### src/design/tccf_pkg.sv
package tccf_pkg;

    // Request codes on the input tuser
    typedef enum logic [2:0] {
        REQ_TICK   = 3'd0,
        REQ_SET    = 3'd1,
        REQ_NOTIFY = 3'd2,
        REQ_WAVE   = 3'd3,
        REQ_STOP   = 3'd4,
        REQ_LIMITS = 3'd5,
        REQ_SRESET = 3'd6
    } t_req;

    // Result kinds on the output tuser
    typedef enum logic [1:0] {
        KIND_CTRL   = 2'd0,
        KIND_LIMIT  = 2'd1,
        KIND_REPORT = 2'd2
    } t_kind;

    // Pending strength command per channel
    typedef enum logic [1:0] {
        PM_NONE = 2'd0,
        PM_DEC  = 2'd1,
        PM_INC  = 2'd2,
        PM_ABS  = 2'd3
    } t_pmode;

    // Strength request modes; any other value is an absolute set
    localparam logic [2:0] SM_INC     = 3'd0;
    localparam logic [2:0] SM_DEC     = 3'd1;
    localparam logic [2:0] SM_STEP_UP = 3'd3;
    localparam logic [2:0] SM_STEP_DN = 3'd4;

    // channel field value that selects channel A; all others select B
    localparam logic [1:0] CH_A_SEL = 2'd1;

    localparam int IN_W  = 128;
    localparam int OUT_W = 152;

    // output tdata layout
    localparam int O_HDR_LSB   = 0;
    localparam int O_BYTEA_LSB = 8;
    localparam int O_BYTEB_LSB = 16;
    localparam int O_WAVEA_LSB = 24;
    localparam int O_WAVEB_LSB = 88;

    localparam logic [63:0] SILENT_FRAME = 64'h0A0A_0A0A_0000_0000;
    localparam logic [7:0]  LIMIT_MAX    = 8'd200;
    localparam logic [7:0]  LIMIT_HEADER = 8'd128;
    localparam logic [7:0]  NOTIFY_ACK   = 8'hB1;
    localparam logic [3:0]  SEQ_MAX      = 4'd15;

    localparam int QDEPTH = 2;
    localparam int QAW    = $clog2(QDEPTH);

    // Decoded command passed from the front end to the executor
    typedef struct packed {
        t_req        op;
        logic        ch;      // 0 channel A, 1 channel B
        t_pmode      pmode;
        logic [7:0]  pval;
        logic [7:0]  nseq;
        logic [7:0]  rep_a;
        logic [7:0]  rep_b;
        logic [63:0] wave;
        logic        first;
        logic [7:0]  lim_a;
        logic [7:0]  lim_b;
    } t_cmd;

endpackage

### src/design/tccf_ram.sv
module tccf_ram #(
    parameter int WIDTH = 64,
    parameter int DEPTH = 8
) (
    input  logic                 i_clk,
    input  logic                 i_we,
    input  logic [((DEPTH > 1) ? $clog2(DEPTH) : 1)-1:0] i_waddr,
    input  logic [WIDTH-1:0]     i_wdata,
    input  logic                 i_re,
    input  logic [((DEPTH > 1) ? $clog2(DEPTH) : 1)-1:0] i_raddr,
    output logic [WIDTH-1:0]     o_rdata
);

    logic [WIDTH-1:0] r_mem [DEPTH];
    logic [WIDTH-1:0] r_rdata;

    always_ff @(posedge i_clk) begin
        if (i_we) begin
            r_mem[i_waddr] <= i_wdata;
        end
        if (i_re) begin
            r_rdata <= r_mem[i_raddr];
        end
    end

    assign o_rdata = r_rdata;

endmodule

### src/design/tccf_front.sv
module tccf_front (
    input  logic                        i_valid,
    input  logic                        i_ready,
    input  logic [tccf_pkg::IN_W-1:0]   i_tdata,
    input  logic [2:0]                  i_tuser,
    output logic                        o_push,
    output tccf_pkg::t_cmd              o_cmd
);

    function automatic logic [7:0] clamp_limit(input logic [7:0] v);
        return (v > tccf_pkg::LIMIT_MAX) ? tccf_pkg::LIMIT_MAX : v;
    endfunction

    logic [1:0] chan;
    logic [2:0] smode;
    logic [7:0] sval;
    logic [7:0] ncode;
    logic       keep;

    assign chan  = i_tdata[1:0];
    assign smode = i_tdata[4:2];
    assign sval  = i_tdata[12:5];
    assign ncode = i_tdata[20:13];

    always_comb begin
        o_cmd.op    = tccf_pkg::t_req'(i_tuser);
        o_cmd.ch    = (chan == tccf_pkg::CH_A_SEL) ? 1'b0 : 1'b1;
        o_cmd.nseq  = i_tdata[28:21];
        o_cmd.rep_a = i_tdata[36:29];
        o_cmd.rep_b = i_tdata[44:37];
        o_cmd.wave  = i_tdata[108:45];
        o_cmd.first = i_tdata[109];
        o_cmd.lim_a = clamp_limit(i_tdata[117:110]);
        o_cmd.lim_b = clamp_limit(i_tdata[125:118]);

        unique case (smode) inside
            tccf_pkg::SM_STEP_UP, tccf_pkg::SM_STEP_DN: begin
                o_cmd.pmode = (smode == tccf_pkg::SM_STEP_UP) ? tccf_pkg::PM_INC
                                                              : tccf_pkg::PM_DEC;
                o_cmd.pval  = 8'd1;
            end
            tccf_pkg::SM_INC, tccf_pkg::SM_DEC: begin
                o_cmd.pmode = (smode == tccf_pkg::SM_INC) ? tccf_pkg::PM_INC
                                                          : tccf_pkg::PM_DEC;
                o_cmd.pval  = (sval == 8'd0) ? 8'd1 : sval;
            end
            default: begin
                o_cmd.pmode = tccf_pkg::PM_ABS;
                o_cmd.pval  = clamp_limit(sval);
            end
        endcase

        // unused request codes and foreign notifications never enter the queue
        unique case (i_tuser) inside
            tccf_pkg::REQ_NOTIFY: keep = (ncode == tccf_pkg::NOTIFY_ACK);
            tccf_pkg::REQ_TICK, tccf_pkg::REQ_SET, tccf_pkg::REQ_WAVE,
            tccf_pkg::REQ_STOP, tccf_pkg::REQ_LIMITS, tccf_pkg::REQ_SRESET: keep = 1'b1;
            default: keep = 1'b0;
        endcase
    end

    assign o_push = i_valid && i_ready && keep;

endmodule

### src/design/tccf_queue.sv
module tccf_queue (
    input  logic            i_clk,
    input  logic            i_rst_n,
    input  logic            i_push,
    input  tccf_pkg::t_cmd  i_data,
    output logic            o_ready,
    output logic            o_valid,
    output tccf_pkg::t_cmd  o_data,
    input  logic            i_pop
);

    tccf_pkg::t_cmd       r_entry [tccf_pkg::QDEPTH];
    logic [tccf_pkg::QAW-1:0] r_wptr, n_wptr;
    logic [tccf_pkg::QAW-1:0] r_rptr, n_rptr;
    logic [tccf_pkg::QAW:0]   r_count, n_count;

    assign o_ready = (r_count != (tccf_pkg::QAW + 1)'(tccf_pkg::QDEPTH));
    assign o_valid = (r_count != '0);
    assign o_data  = r_entry[r_rptr];

    always_comb begin
        n_wptr  = i_push ? r_wptr + 1'b1 : r_wptr;
        n_rptr  = i_pop  ? r_rptr + 1'b1 : r_rptr;
        n_count = r_count;
        if (i_push && !i_pop) begin
            n_count = r_count + 1'b1;
        end else if (!i_push && i_pop) begin
            n_count = r_count - 1'b1;
        end
    end

    always_ff @(posedge i_clk) begin
        if (!i_rst_n) begin
            r_wptr  <= '0;
            r_rptr  <= '0;
            r_count <= '0;
        end else begin
            r_wptr  <= n_wptr;
            r_rptr  <= n_rptr;
            r_count <= n_count;
        end
    end

    always_ff @(posedge i_clk) begin
        if (i_push) begin
            r_entry[r_wptr] <= i_data;
        end
    end

endmodule

### src/design/tccf_back.sv
module tccf_back #(
    parameter int WAVE_DEPTH = 8
) (
    input  logic                        i_clk,
    input  logic                        i_rst_n,
    input  logic                        i_cmd_valid,
    input  tccf_pkg::t_cmd              i_cmd,
    output logic                        o_cmd_pop,
    output logic                        o_tvalid,
    input  logic                        i_tready,
    output logic [tccf_pkg::OUT_W-1:0]  o_tdata,
    output logic [1:0]                  o_tuser
);

    localparam int AW = (WAVE_DEPTH > 1) ? $clog2(WAVE_DEPTH) : 1;
    localparam int CW = $clog2(WAVE_DEPTH + 1);
    localparam logic [CW-1:0] DEPTH_C = CW'(WAVE_DEPTH);

    logic [3:0]          r_seq,      n_seq;
    tccf_pkg::t_pmode    r_pmode [2], n_pmode [2];
    logic [7:0]          r_pval  [2], n_pval  [2];
    logic [1:0]          r_wait,     n_wait;
    logic [3:0]          r_ack_seq [2], n_ack_seq [2];
    logic [CW-1:0]       r_wcount [2], n_wcount [2];
    logic [AW-1:0]       r_wpos   [2], n_wpos   [2];

    logic                r_out_valid, n_out_valid;
    tccf_pkg::t_kind     r_kind,     n_kind;
    logic [7:0]          r_header,   n_header;
    logic [7:0]          r_byte_a,   n_byte_a;
    logic [7:0]          r_byte_b,   n_byte_b;
    logic [1:0]          r_silent,   n_silent;

    logic                fire;
    logic [1:0]          send;
    logic [3:0]          seq_inc;
    logic [3:0]          tick_seq;
    logic [CW-1:0]       base_count;
    logic                wave_room;
    logic [1:0]          wave_we;
    logic                ram_re;
    logic [CW-1:0]       pos_inc [2];
    logic [63:0]         ram_q [2];
    logic [63:0]         wave_out [2];

    // an item leaves the queue whenever the output register is free or draining
    assign fire      = i_cmd_valid && (!r_out_valid || i_tready);
    assign o_cmd_pop = fire;

    assign seq_inc    = (r_seq == tccf_pkg::SEQ_MAX) ? 4'd1 : r_seq + 4'd1;
    assign tick_seq   = (|send) ? seq_inc : 4'd0;
    assign base_count = i_cmd.first ? '0 : r_wcount[i_cmd.ch];
    assign wave_room  = (base_count < DEPTH_C);
    assign ram_re     = fire && (i_cmd.op == tccf_pkg::REQ_TICK);

    always_comb begin
        for (int c = 0; c < 2; c++) begin
            send[c]    = (r_pmode[c] != tccf_pkg::PM_NONE) && !r_wait[c];
            pos_inc[c] = CW'(r_wpos[c]) + 1'b1;
            wave_we[c] = fire && (i_cmd.op == tccf_pkg::REQ_WAVE) && (i_cmd.ch == c[0])
                         && wave_room;
        end
    end

    genvar g;
    generate
        for (g = 0; g < 2; g++) begin : g_wave
            tccf_ram #(
                .WIDTH (64),
                .DEPTH (WAVE_DEPTH)
            ) u_ram (
                .i_clk   (i_clk),
                .i_we    (wave_we[g]),
                .i_waddr (base_count[AW-1:0]),
                .i_wdata (i_cmd.wave),
                .i_re    (ram_re),
                .i_raddr (r_wpos[g]),
                .o_rdata (ram_q[g])
            );

            assign wave_out[g] = (r_kind != tccf_pkg::KIND_CTRL) ? 64'd0 :
                                 r_silent[g] ? tccf_pkg::SILENT_FRAME : ram_q[g];
        end
    endgenerate

    always_comb begin
        n_seq       = r_seq;
        n_pmode     = r_pmode;
        n_pval      = r_pval;
        n_wait      = r_wait;
        n_ack_seq   = r_ack_seq;
        n_wcount    = r_wcount;
        n_wpos      = r_wpos;
        n_out_valid = r_out_valid && !i_tready;
        n_kind      = r_kind;
        n_header    = r_header;
        n_byte_a    = r_byte_a;
        n_byte_b    = r_byte_b;
        n_silent    = r_silent;

        if (fire) begin
            unique case (i_cmd.op)
                tccf_pkg::REQ_TICK: begin
                    n_out_valid = 1'b1;
                    n_kind      = tccf_pkg::KIND_CTRL;
                    n_header    = {tick_seq,
                                   send[0] ? r_pmode[0] : tccf_pkg::PM_NONE,
                                   send[1] ? r_pmode[1] : tccf_pkg::PM_NONE};
                    n_byte_a    = send[0] ? r_pval[0] : 8'd0;
                    n_byte_b    = send[1] ? r_pval[1] : 8'd0;
                    if (|send) begin
                        n_seq = seq_inc;
                    end
                    for (int c = 0; c < 2; c++) begin
                        n_silent[c] = (r_wcount[c] == '0);
                        if (send[c]) begin
                            n_wait[c]    = 1'b1;
                            n_ack_seq[c] = seq_inc;
                            n_pmode[c]   = tccf_pkg::PM_NONE;
                        end
                        if (r_wcount[c] != '0) begin
                            n_wpos[c] = (pos_inc[c] == r_wcount[c]) ? '0 : pos_inc[c][AW-1:0];
                        end
                    end
                end
                tccf_pkg::REQ_SET: begin
                    n_pmode[i_cmd.ch] = i_cmd.pmode;
                    n_pval[i_cmd.ch]  = i_cmd.pval;
                end
                tccf_pkg::REQ_NOTIFY: begin
                    // full 8-bit compare against the 4-bit stored sequence
                    for (int c = 0; c < 2; c++) begin
                        if (r_wait[c] && (i_cmd.nseq == {4'd0, r_ack_seq[c]})) begin
                            n_wait[c] = 1'b0;
                        end
                    end
                    n_out_valid = 1'b1;
                    n_kind      = tccf_pkg::KIND_REPORT;
                    n_header    = i_cmd.nseq;
                    n_byte_a    = i_cmd.rep_a;
                    n_byte_b    = i_cmd.rep_b;
                end
                tccf_pkg::REQ_WAVE: begin
                    if (i_cmd.first) begin
                        n_wcount[i_cmd.ch] = '0;
                        n_wpos[i_cmd.ch]   = '0;
                    end
                    if (wave_room) begin
                        n_wcount[i_cmd.ch] = base_count + 1'b1;
                    end
                end
                tccf_pkg::REQ_STOP: begin
                    n_wcount[i_cmd.ch] = '0;
                    n_wpos[i_cmd.ch]   = '0;
                end
                tccf_pkg::REQ_LIMITS: begin
                    n_out_valid = 1'b1;
                    n_kind      = tccf_pkg::KIND_LIMIT;
                    n_header    = tccf_pkg::LIMIT_HEADER;
                    n_byte_a    = i_cmd.lim_a;
                    n_byte_b    = i_cmd.lim_b;
                end
                tccf_pkg::REQ_SRESET: begin
                    for (int c = 0; c < 2; c++) begin
                        n_wcount[c] = '0;
                        n_wpos[c]   = '0;
                        n_pmode[c]  = tccf_pkg::PM_NONE;
                    end
                    n_wait = 2'b00;
                end
                default: begin
                end
            endcase
        end
    end

    always_ff @(posedge i_clk) begin
        if (!i_rst_n) begin
            r_seq       <= 4'd0;
            r_wait      <= 2'b00;
            r_out_valid <= 1'b0;
            for (int c = 0; c < 2; c++) begin
                r_pmode[c]   <= tccf_pkg::PM_NONE;
                r_pval[c]    <= 8'd0;
                r_ack_seq[c] <= 4'd0;
                r_wcount[c]  <= '0;
                r_wpos[c]    <= '0;
            end
        end else begin
            r_seq       <= n_seq;
            r_wait      <= n_wait;
            r_out_valid <= n_out_valid;
            r_pmode     <= n_pmode;
            r_pval      <= n_pval;
            r_ack_seq   <= n_ack_seq;
            r_wcount    <= n_wcount;
            r_wpos      <= n_wpos;
        end
    end

    always_ff @(posedge i_clk) begin
        r_kind   <= n_kind;
        r_header <= n_header;
        r_byte_a <= n_byte_a;
        r_byte_b <= n_byte_b;
        r_silent <= n_silent;
    end

    assign o_tvalid = r_out_valid;
    assign o_tuser  = r_kind;
    assign o_tdata  = {wave_out[1], wave_out[0], r_byte_b, r_byte_a, r_header};

endmodule

### src/design/two_channel_command_framer_unit.sv
// Two-channel command framer. Requests arrive on s_axis with the request code in
// tuser; frames leave on m_axis with the frame kind in tuser. The block sustains
// one transaction per clock in each direction while m_axis is not stalled:
// a front decoder drops unused codes and foreign notifications, a two-entry
// command queue decouples input from the executor, and the executor updates
// channel state and loads the output register in the same cycle. A result
// passes through the queue register and then the output register, which loads
// together with the registered read of the per-channel wave store RAM.
// s_axis_tready drops only while the queue holds two commands, which happens
// when m_axis is stalled.
module two_channel_command_framer_unit #(
    parameter int WAVE_DEPTH = 8
) (
    input  logic                        i_clk,
    input  logic                        i_rst_n,
    input  logic                        s_axis_tvalid,
    output logic                        s_axis_tready,
    // [1:0] channel, [4:2] strength_mode, [12:5] strength_value,
    // [20:13] notify_code, [28:21] notify_seq, [36:29] report_a,
    // [44:37] report_b, [108:45] wave_frame, [109] wave_first,
    // [117:110] limit_a, [125:118] limit_b, [127:126] zero
    input  logic [tccf_pkg::IN_W-1:0]   s_axis_tdata,
    // [2:0] req_type
    input  logic [2:0]                  s_axis_tuser,
    output logic                        m_axis_tvalid,
    input  logic                        m_axis_tready,
    // [7:0] header_byte, [15:8] byte_a, [23:16] byte_b,
    // [87:24] wave_a, [151:88] wave_b
    output logic [tccf_pkg::OUT_W-1:0]  m_axis_tdata,
    // [1:0] frame_kind
    output logic [1:0]                  m_axis_tuser
);

    logic           push;
    logic           q_ready;
    logic           q_valid;
    logic           pop;
    tccf_pkg::t_cmd front_cmd;
    tccf_pkg::t_cmd q_cmd;

    assign s_axis_tready = q_ready;

    tccf_front u_front (
        .i_valid (s_axis_tvalid),
        .i_ready (q_ready),
        .i_tdata (s_axis_tdata),
        .i_tuser (s_axis_tuser),
        .o_push  (push),
        .o_cmd   (front_cmd)
    );

    tccf_queue u_queue (
        .i_clk   (i_clk),
        .i_rst_n (i_rst_n),
        .i_push  (push),
        .i_data  (front_cmd),
        .o_ready (q_ready),
        .o_valid (q_valid),
        .o_data  (q_cmd),
        .i_pop   (pop)
    );

    tccf_back #(
        .WAVE_DEPTH (WAVE_DEPTH)
    ) u_back (
        .i_clk       (i_clk),
        .i_rst_n     (i_rst_n),
        .i_cmd_valid (q_valid),
        .i_cmd       (q_cmd),
        .o_cmd_pop   (pop),
        .o_tvalid    (m_axis_tvalid),
        .i_tready    (m_axis_tready),
        .o_tdata     (m_axis_tdata),
        .o_tuser     (m_axis_tuser)
    );

endmodule

### config.mk
export PLATFORM = sky130hd
export DESIGN_NAME = two_channel_command_framer_unit
export DESIGN_NICKNAME = d
export VERILOG_FILES = /design/src/design/tccf_pkg.sv /design/src/design/tccf_ram.sv /design/src/design/tccf_front.sv /design/src/design/tccf_queue.sv /design/src/design/tccf_back.sv /design/src/design/two_channel_command_framer_unit.sv
export SDC_FILE = /design/constraint.sdc
export NUM_CORES = 1
export LEC_CHECK = 0
export ABC_AREA = 0
export BUFFER_PORTS_ARGS = -buffer_cell sky130_fd_sc_hd__buf_2
export CORE_MARGIN = 2
export CORE_UTILIZATION = 54
export DETAILED_ROUTE_END_ITERATION = 8
export PLACE_DENSITY = 0.72
export SYNTH_ARGS = -nofsm -noshare
export SYNTH_HDL_FRONTEND = slang
export SYNTH_SLANG_ARGS = --single-unit
### constraint.sdc
create_clock -name i_clk -period 17.36 [get_ports i_clk]
set_input_delay 3.472 -clock i_clk [delete_from_list [all_inputs] [get_ports i_clk]]
set_output_delay 3.472 -clock i_clk [all_outputs]
set_load 0.02 [all_outputs]
# Yosys cells after proc, flatten, opt, wreduce, memory -nomap -nowiden
# Memory sizes are Yosys's and may differ from the RTL's. A register that Yosys moved wholly into a read port is not among the register bits.
# Index checks and enable logic that the tools add are counted.
# Widths: inputs -> output; s select.
# totals
regBits	81
ram_bits	1262
inputBits	135
word_cells	204
mem_count	3
# op_classes
n_addsub	8
magnitude_cmp	6
n_eq_ne	30
n_mux	69
n_bitwise	6
reduce_logical	60
# memory_table
memory	depth	word_bits	rd	rd_ports_with_merged_regs	wr	line	rtl
u_back.g_wave[0].u_ram.r_mem	8	64	1	1	1	tccf_ram.sv:14	logic [WIDTH-1:0] r_mem [DEPTH];
u_back.g_wave[1].u_ram.r_mem	8	64	1	1	1	tccf_ram.sv:14	
u_queue.r_entry	2	119	1	1	1	tccf_queue.sv:12	tccf_pkg::t_cmd r_entry [tccf_pkg::QDEPTH];
# op_table
op	count
$mux 64	4
$pmux 8 s3	4
$mux 8	11
$mux 4	7
$gt 8x8->1 const B	3
$pmux 6 s4	1
$eq 3x3->1 const B	7
$pmux 10 s2	1
$mux 2	9
$logic_and 1x1->1	17
$bwmux 16	1
$eq 8x4->1	2
$reduce_and 4->1	4
$eq 3x2->1 const B	5
$mux 1	15
$mux 3	5
$reduce_and 3->1	5
$pmux 2 s3	2
$pmux 4 s3	1
$reduce_bool 3->1	4
$reduce_bool 4->1	3
$ne 2x1->1 const B	5
$reduce_bool 2->1	5
$eq 3x1->1 const B	3
36 further kinds	55

# Depth between registers and ports, before layout
# logic_depth
depth_word	13
ltp_mapped	10
depth_no_buf	8

# Modules after synthesis
# From an unflattened synthesis, not the netlist that was laid out.
# unflattened
hier_cells	2754
area_unflattened_um2	57594.0
# by_module_without_submodules
mod	n_inst	cells_each	area_per_inst_um2	seq_area_each_um2
tccf_ram	2	816	21187.8	17296.6
tccf_queue	1	392	9356.5	7247.0
tccf_back	1	567	4768.3	1821.7
tccf_front	1	163	1093.5	0.0

# Worst setup path before layout
# OpenSTA, ideal clock, no wires.
# synth_timing
kind	in2reg
from	in m_axis_tready
to	reg u_back.r_wpos[1] in the netlist's numbering
setup_time_ns	0.117
t_arrival_ns	14.075
required_time_ns	17.243
setup_slack_ns	3.168
cell_stages	7
path_buffers	1
cell_sequence	nor2b_1 > nor2_1 > inv_1 > clkbuf_1 > nor3_1 > nand3_1 > o22ai_1
# synth_between
elab_chain_cells	3
# synth_lines
item	line	rtl
start: declaration	two_channel_command_framer_unit.sv:26	input logic m_axis_tready,
$logic_or 1x1->1	tccf_back.sv:47	assign fire = i_cmd_valid && (!r_out_valid || i_tready);
$logic_and 1x1->1	tccf_back.sv:47	
$reduce_and 4->1 (no line)	-	
end signal: assignment	tccf_back.sv:197	r_wpos <= n_wpos;
end: declaration	tccf_back.sv:25	logic [AW-1:0] r_wpos [2], n_wpos [2];
# Every way passes these cells.
# A chain may end at the register's enable or synchronous reset.

# Worst setup path after layout
# layout_timing
from	in m_axis_tready
to	mem u_back.g_wave[0].u_ram.r_mem[6][7] (enable)
# layout_between
elab_chain_cells	7
# layout_lines
item	line	rtl
$logic_or 1x1->1	tccf_back.sv:47	
$logic_and 1x1->1	tccf_back.sv:47	
$logic_and 1x1->1 (2 in a row)	tccf_back.sv:60	wave_we[c] = fire && (i_cmd.op == tccf_pkg::REQ_WAVE) && (i_cmd.ch == c[0])
$logic_and 1x1->1	tccf_back.sv:61	&& wave_room;
$mux 1	tccf_ram.sv:18	if (i_we) begin
$mux 1 (implied by the code)	tccf_ram.sv:19	r_mem[i_waddr] <= i_wdata;
end: declaration	tccf_ram.sv:14	
# Every way passes these cells.

==> impl_metrics.env <==
export IMPL_die_w_um=326
export IMPL_ys_ff_latch=1472
export IMPL_slew_headroom_pct=16.6
export IMPL_yosys_warnings=0
export IMPL_syn_area_per_cell_um2=20.2
export IMPL_instances_no_fill=4612
export IMPL_grt_pass1_vias=29000
export IMPL_final_core_util_pct=61.8
export IMPL_core_area_um2=103000
export IMPL_synth_cells=2777
export IMPL_cp_slowest_cell="nor2_4"
export IMPL_start_util_pct=54.3
export IMPL_maxCapViolCount=0
export IMPL_synth_edf_count=1418
export IMPL_cts_buffers=143
export IMPL_synth_ff_type="edfxtp_1"
export IMPL_grt_usage_pct=23.0
export IMPL_final_nets=3253
export IMPL_grt_pass1_wl_um=180000
export IMPL_status="complete, no violations"
export IMPL_cp_data_arrival_time_ns=6.66
export IMPL_syn_nets=2917
export IMPL_tns_ns=0
export IMPL_pwr_density_cell_nw_per_um2=129
export IMPL_viasPerCell=5.95
export IMPL_min_period_over_period_pct=36.3
export IMPL_grt_max_degree=133
export IMPL_synth_top_area_cell="edfxtp_1"
export IMPL_clock_skew_ns=0.0264
export IMPL_ys_async_sr_fraction_pct=0
export IMPL_hold_slack_ns=0.502
export IMPL_clk_latency_ns=0.74
export IMPL_ant_nets=0
export IMPL_die_area_um2=107000
export IMPL_gp_congestion=0.803
export IMPL_seqCellArea_um2=43700
export IMPL_cp_required_ns=17.72
export IMPL_ctsHoldBuffers=0
export IMPL_yosysTopAreaCellShare_pct=75.8
export IMPL_antenna_found_initial=16
export IMPL_path_cells="buf_2 -> nor2b_1 -> nor2_1 -> and4_1 -> nand2_1 -> nor2_4 -> buf_4"
export IMPL_startpoint_type="input pin"
export IMPL_yosysSeqAreaShare_pct=77.8
export IMPL_globalRouteOverflowTotal=0
export IMPL_setup_viol=0
export IMPL_cts_resized=0
export IMPL_ctsLongestPathBuffers=3
export IMPL_drive_above_1_share_pct=30.2
export IMPL_hold_class="flip-flop to flip-flop"
export IMPL_tightest_slew_ns=1.25
export IMPL_dr_first_iter_drc_count=2827
export IMPL_vdd_drop_max_mv=0.0910
export IMPL_syn_area_um2=56100
export IMPL_critPathCaptureType="flip-flop"
export IMPL_synthTopCellsByCount="edfxtp_1 (1418), mux4_2 (256), nand2_1 (239), mux2_2 (135), and2_1 (116)"
export IMPL_clkSinkCount=1472
export IMPL_die_h_um=326
export IMPL_cts_clk_slew_worst_paths_ns=0.06
export IMPL_wl_um=121000
export IMPL_postCtsSetupRepairBufs=0
export IMPL_crit_path_max_fanout=39
export IMPL_critPathKind="input pin to flip-flop"
export IMPL_synthTopCellsByArea="edfxtp_1 (76%), mux4_2 (10%), mux2_2 (2.7%)"
export IMPL_cts_htree_levels=4
export IMPL_std_cell_rows=118
export IMPL_placed_cells=4348
export IMPL_fillers=7081
export IMPL_synthDistinctLibCells=70
export IMPL_hold_viol_final=0
export IMPL_yosysMostFrequentCell="edfxtp_1"
export IMPL_cts_tree="built"
export IMPL_first_pass_iters=5
export IMPL_vias=27500
export IMPL_clockRootBuffer="clkbuf_16"
export IMPL_port_buffers=288
export IMPL_multi_input_area_um2=11900
export IMPL_clock_fmax_ghz=0.159
export IMPL_drv_slew=0
export IMPL_fin_crit_ns=6.30
export IMPL_cp_slowest_stage_delay_ns=1.00
export IMPL_grt_setup_unrepaired="no"
export IMPL_io_pins=291
export IMPL_avgRoutedWirePerCell_um=26.3
export IMPL_drc_errors=0
export IMPL_p_leak_nw=20.7
export IMPL_syn_to_final_growth_pct=13.7
export IMPL_dp_hpwl_um=66000
[critical path: cells and delay by family]
family        cells  cell delay, ns
simple gates      5            2.28
buf+inv           2            0.85
[final cells by class]
| type | count | area share [%] |
|---|---|---|
| Sequential cell | 1472 | 68.5 |
| Multi-Input combinational cell | 1146 | 18.7 |
| Clock buffer | 189 | 6.21 |
| Timing Repair Buffer | 328 | 2.75 |
| Tap cell | 1380 | 2.71 |
| Clock inverter | 70 | 1.04 |
| Inverter | 22 | 0.141 |
| Antenna cell | 5 | 0.0196 |
[cells in the final DEF (no fill, tap or decap), types with 39 or more instances in the layout]
master	count
and2_1	115
buf_2	288
buf_4	39
clkbuf_16	151
dfxtp_1	47
edfxtp_1	1418
mux2_2	135
mux2i_1	53
mux4_2	256
nand2_1	239
nor2_1	51
[layer usage]
layer | share of wire [%] | vias up | wire, µm | global-route usage (%)
met5 | 0.087 | - | 105 | 0
met4 | 2.3 | 16 | 2800 | 6.68
met3 | 7.6 | 217 | 9190 | 5.09
met2 | 51 | 1071 | 61800 | 39.0
met1 | 39 | 14300 | 47400 | 30.1
li1 | - | 11800 | - | -
[sequential cells by signal (all words and copies together), names as in the netlist, 2 cells and up, named ones only]
register and cells:
u_back.r_byte_a 8, u_back.r_wait 2, u_back.r_ack_seq 8, u_back.r_pmode 4, u_back.r_silent 2, u_back.g_wave.u_ram.r_mem 1024
u_back.g_wave.u_ram.o_rdata 128, u_back.r_seq 4, u_back.r_wpos 6, u_queue.r_count 2, u_back.r_wcount 8, u_back.r_byte_b 8
u_queue.r_entry 238, u_back.r_pval 16, u_back.o_tuser 2, u_back.r_header 8
[final timing paths]
kind	start	end	slack, ns	cells after the start
hold / removal	u_queue.r_wptr$_SDFFE_PN0N_	u_queue.r_wptr$_SDFFE_PN0N_	0.50	2
setup / recovery	m_axis_tready	u_back.g_wave[0].u_ram.r_mem[6][7]$_DFFE_PP_	11.06	7
hold reg to reg	u_queue.r_wptr$_SDFFE_PN0N_	u_queue.r_wptr$_SDFFE_PN0N_	0.50	2
setup reg to reg	flip-flop	u_back.g_wave[0].u_ram.r_mem[6][7]$_DFFE_PP_	11.92	6
[logic make-up after synthesis]
kind of cell,after synthesis,share of synthesized area [%]
compound gates,161,2.03
xor+xnor,18,0.281
fa+ha+maj,5,0.111
buf+inv,159,1.24
flops,1472,77.8
mux,449,14.1
simple gates,513,4.49
[power by group]
group	switching, W	internal [W]
clock	0.00127	0.00177
sequential	0.0000712	0.00426
combinational	0.000595	0.000299
[through the flow]
step                      power (W)  area (µm²)  worst slack [ns]
after floorplan             0.00501       56100              3.17
after global placement      0.00525       59200             10.40
after detailed placement    0.00530       59200             10.29
after CTS                   0.00832       63800             11.05
after global routing        0.00853       63800             10.95
final                       0.00826       63800             11.06
Note: power is estimated with default switching activity, not from simulation.
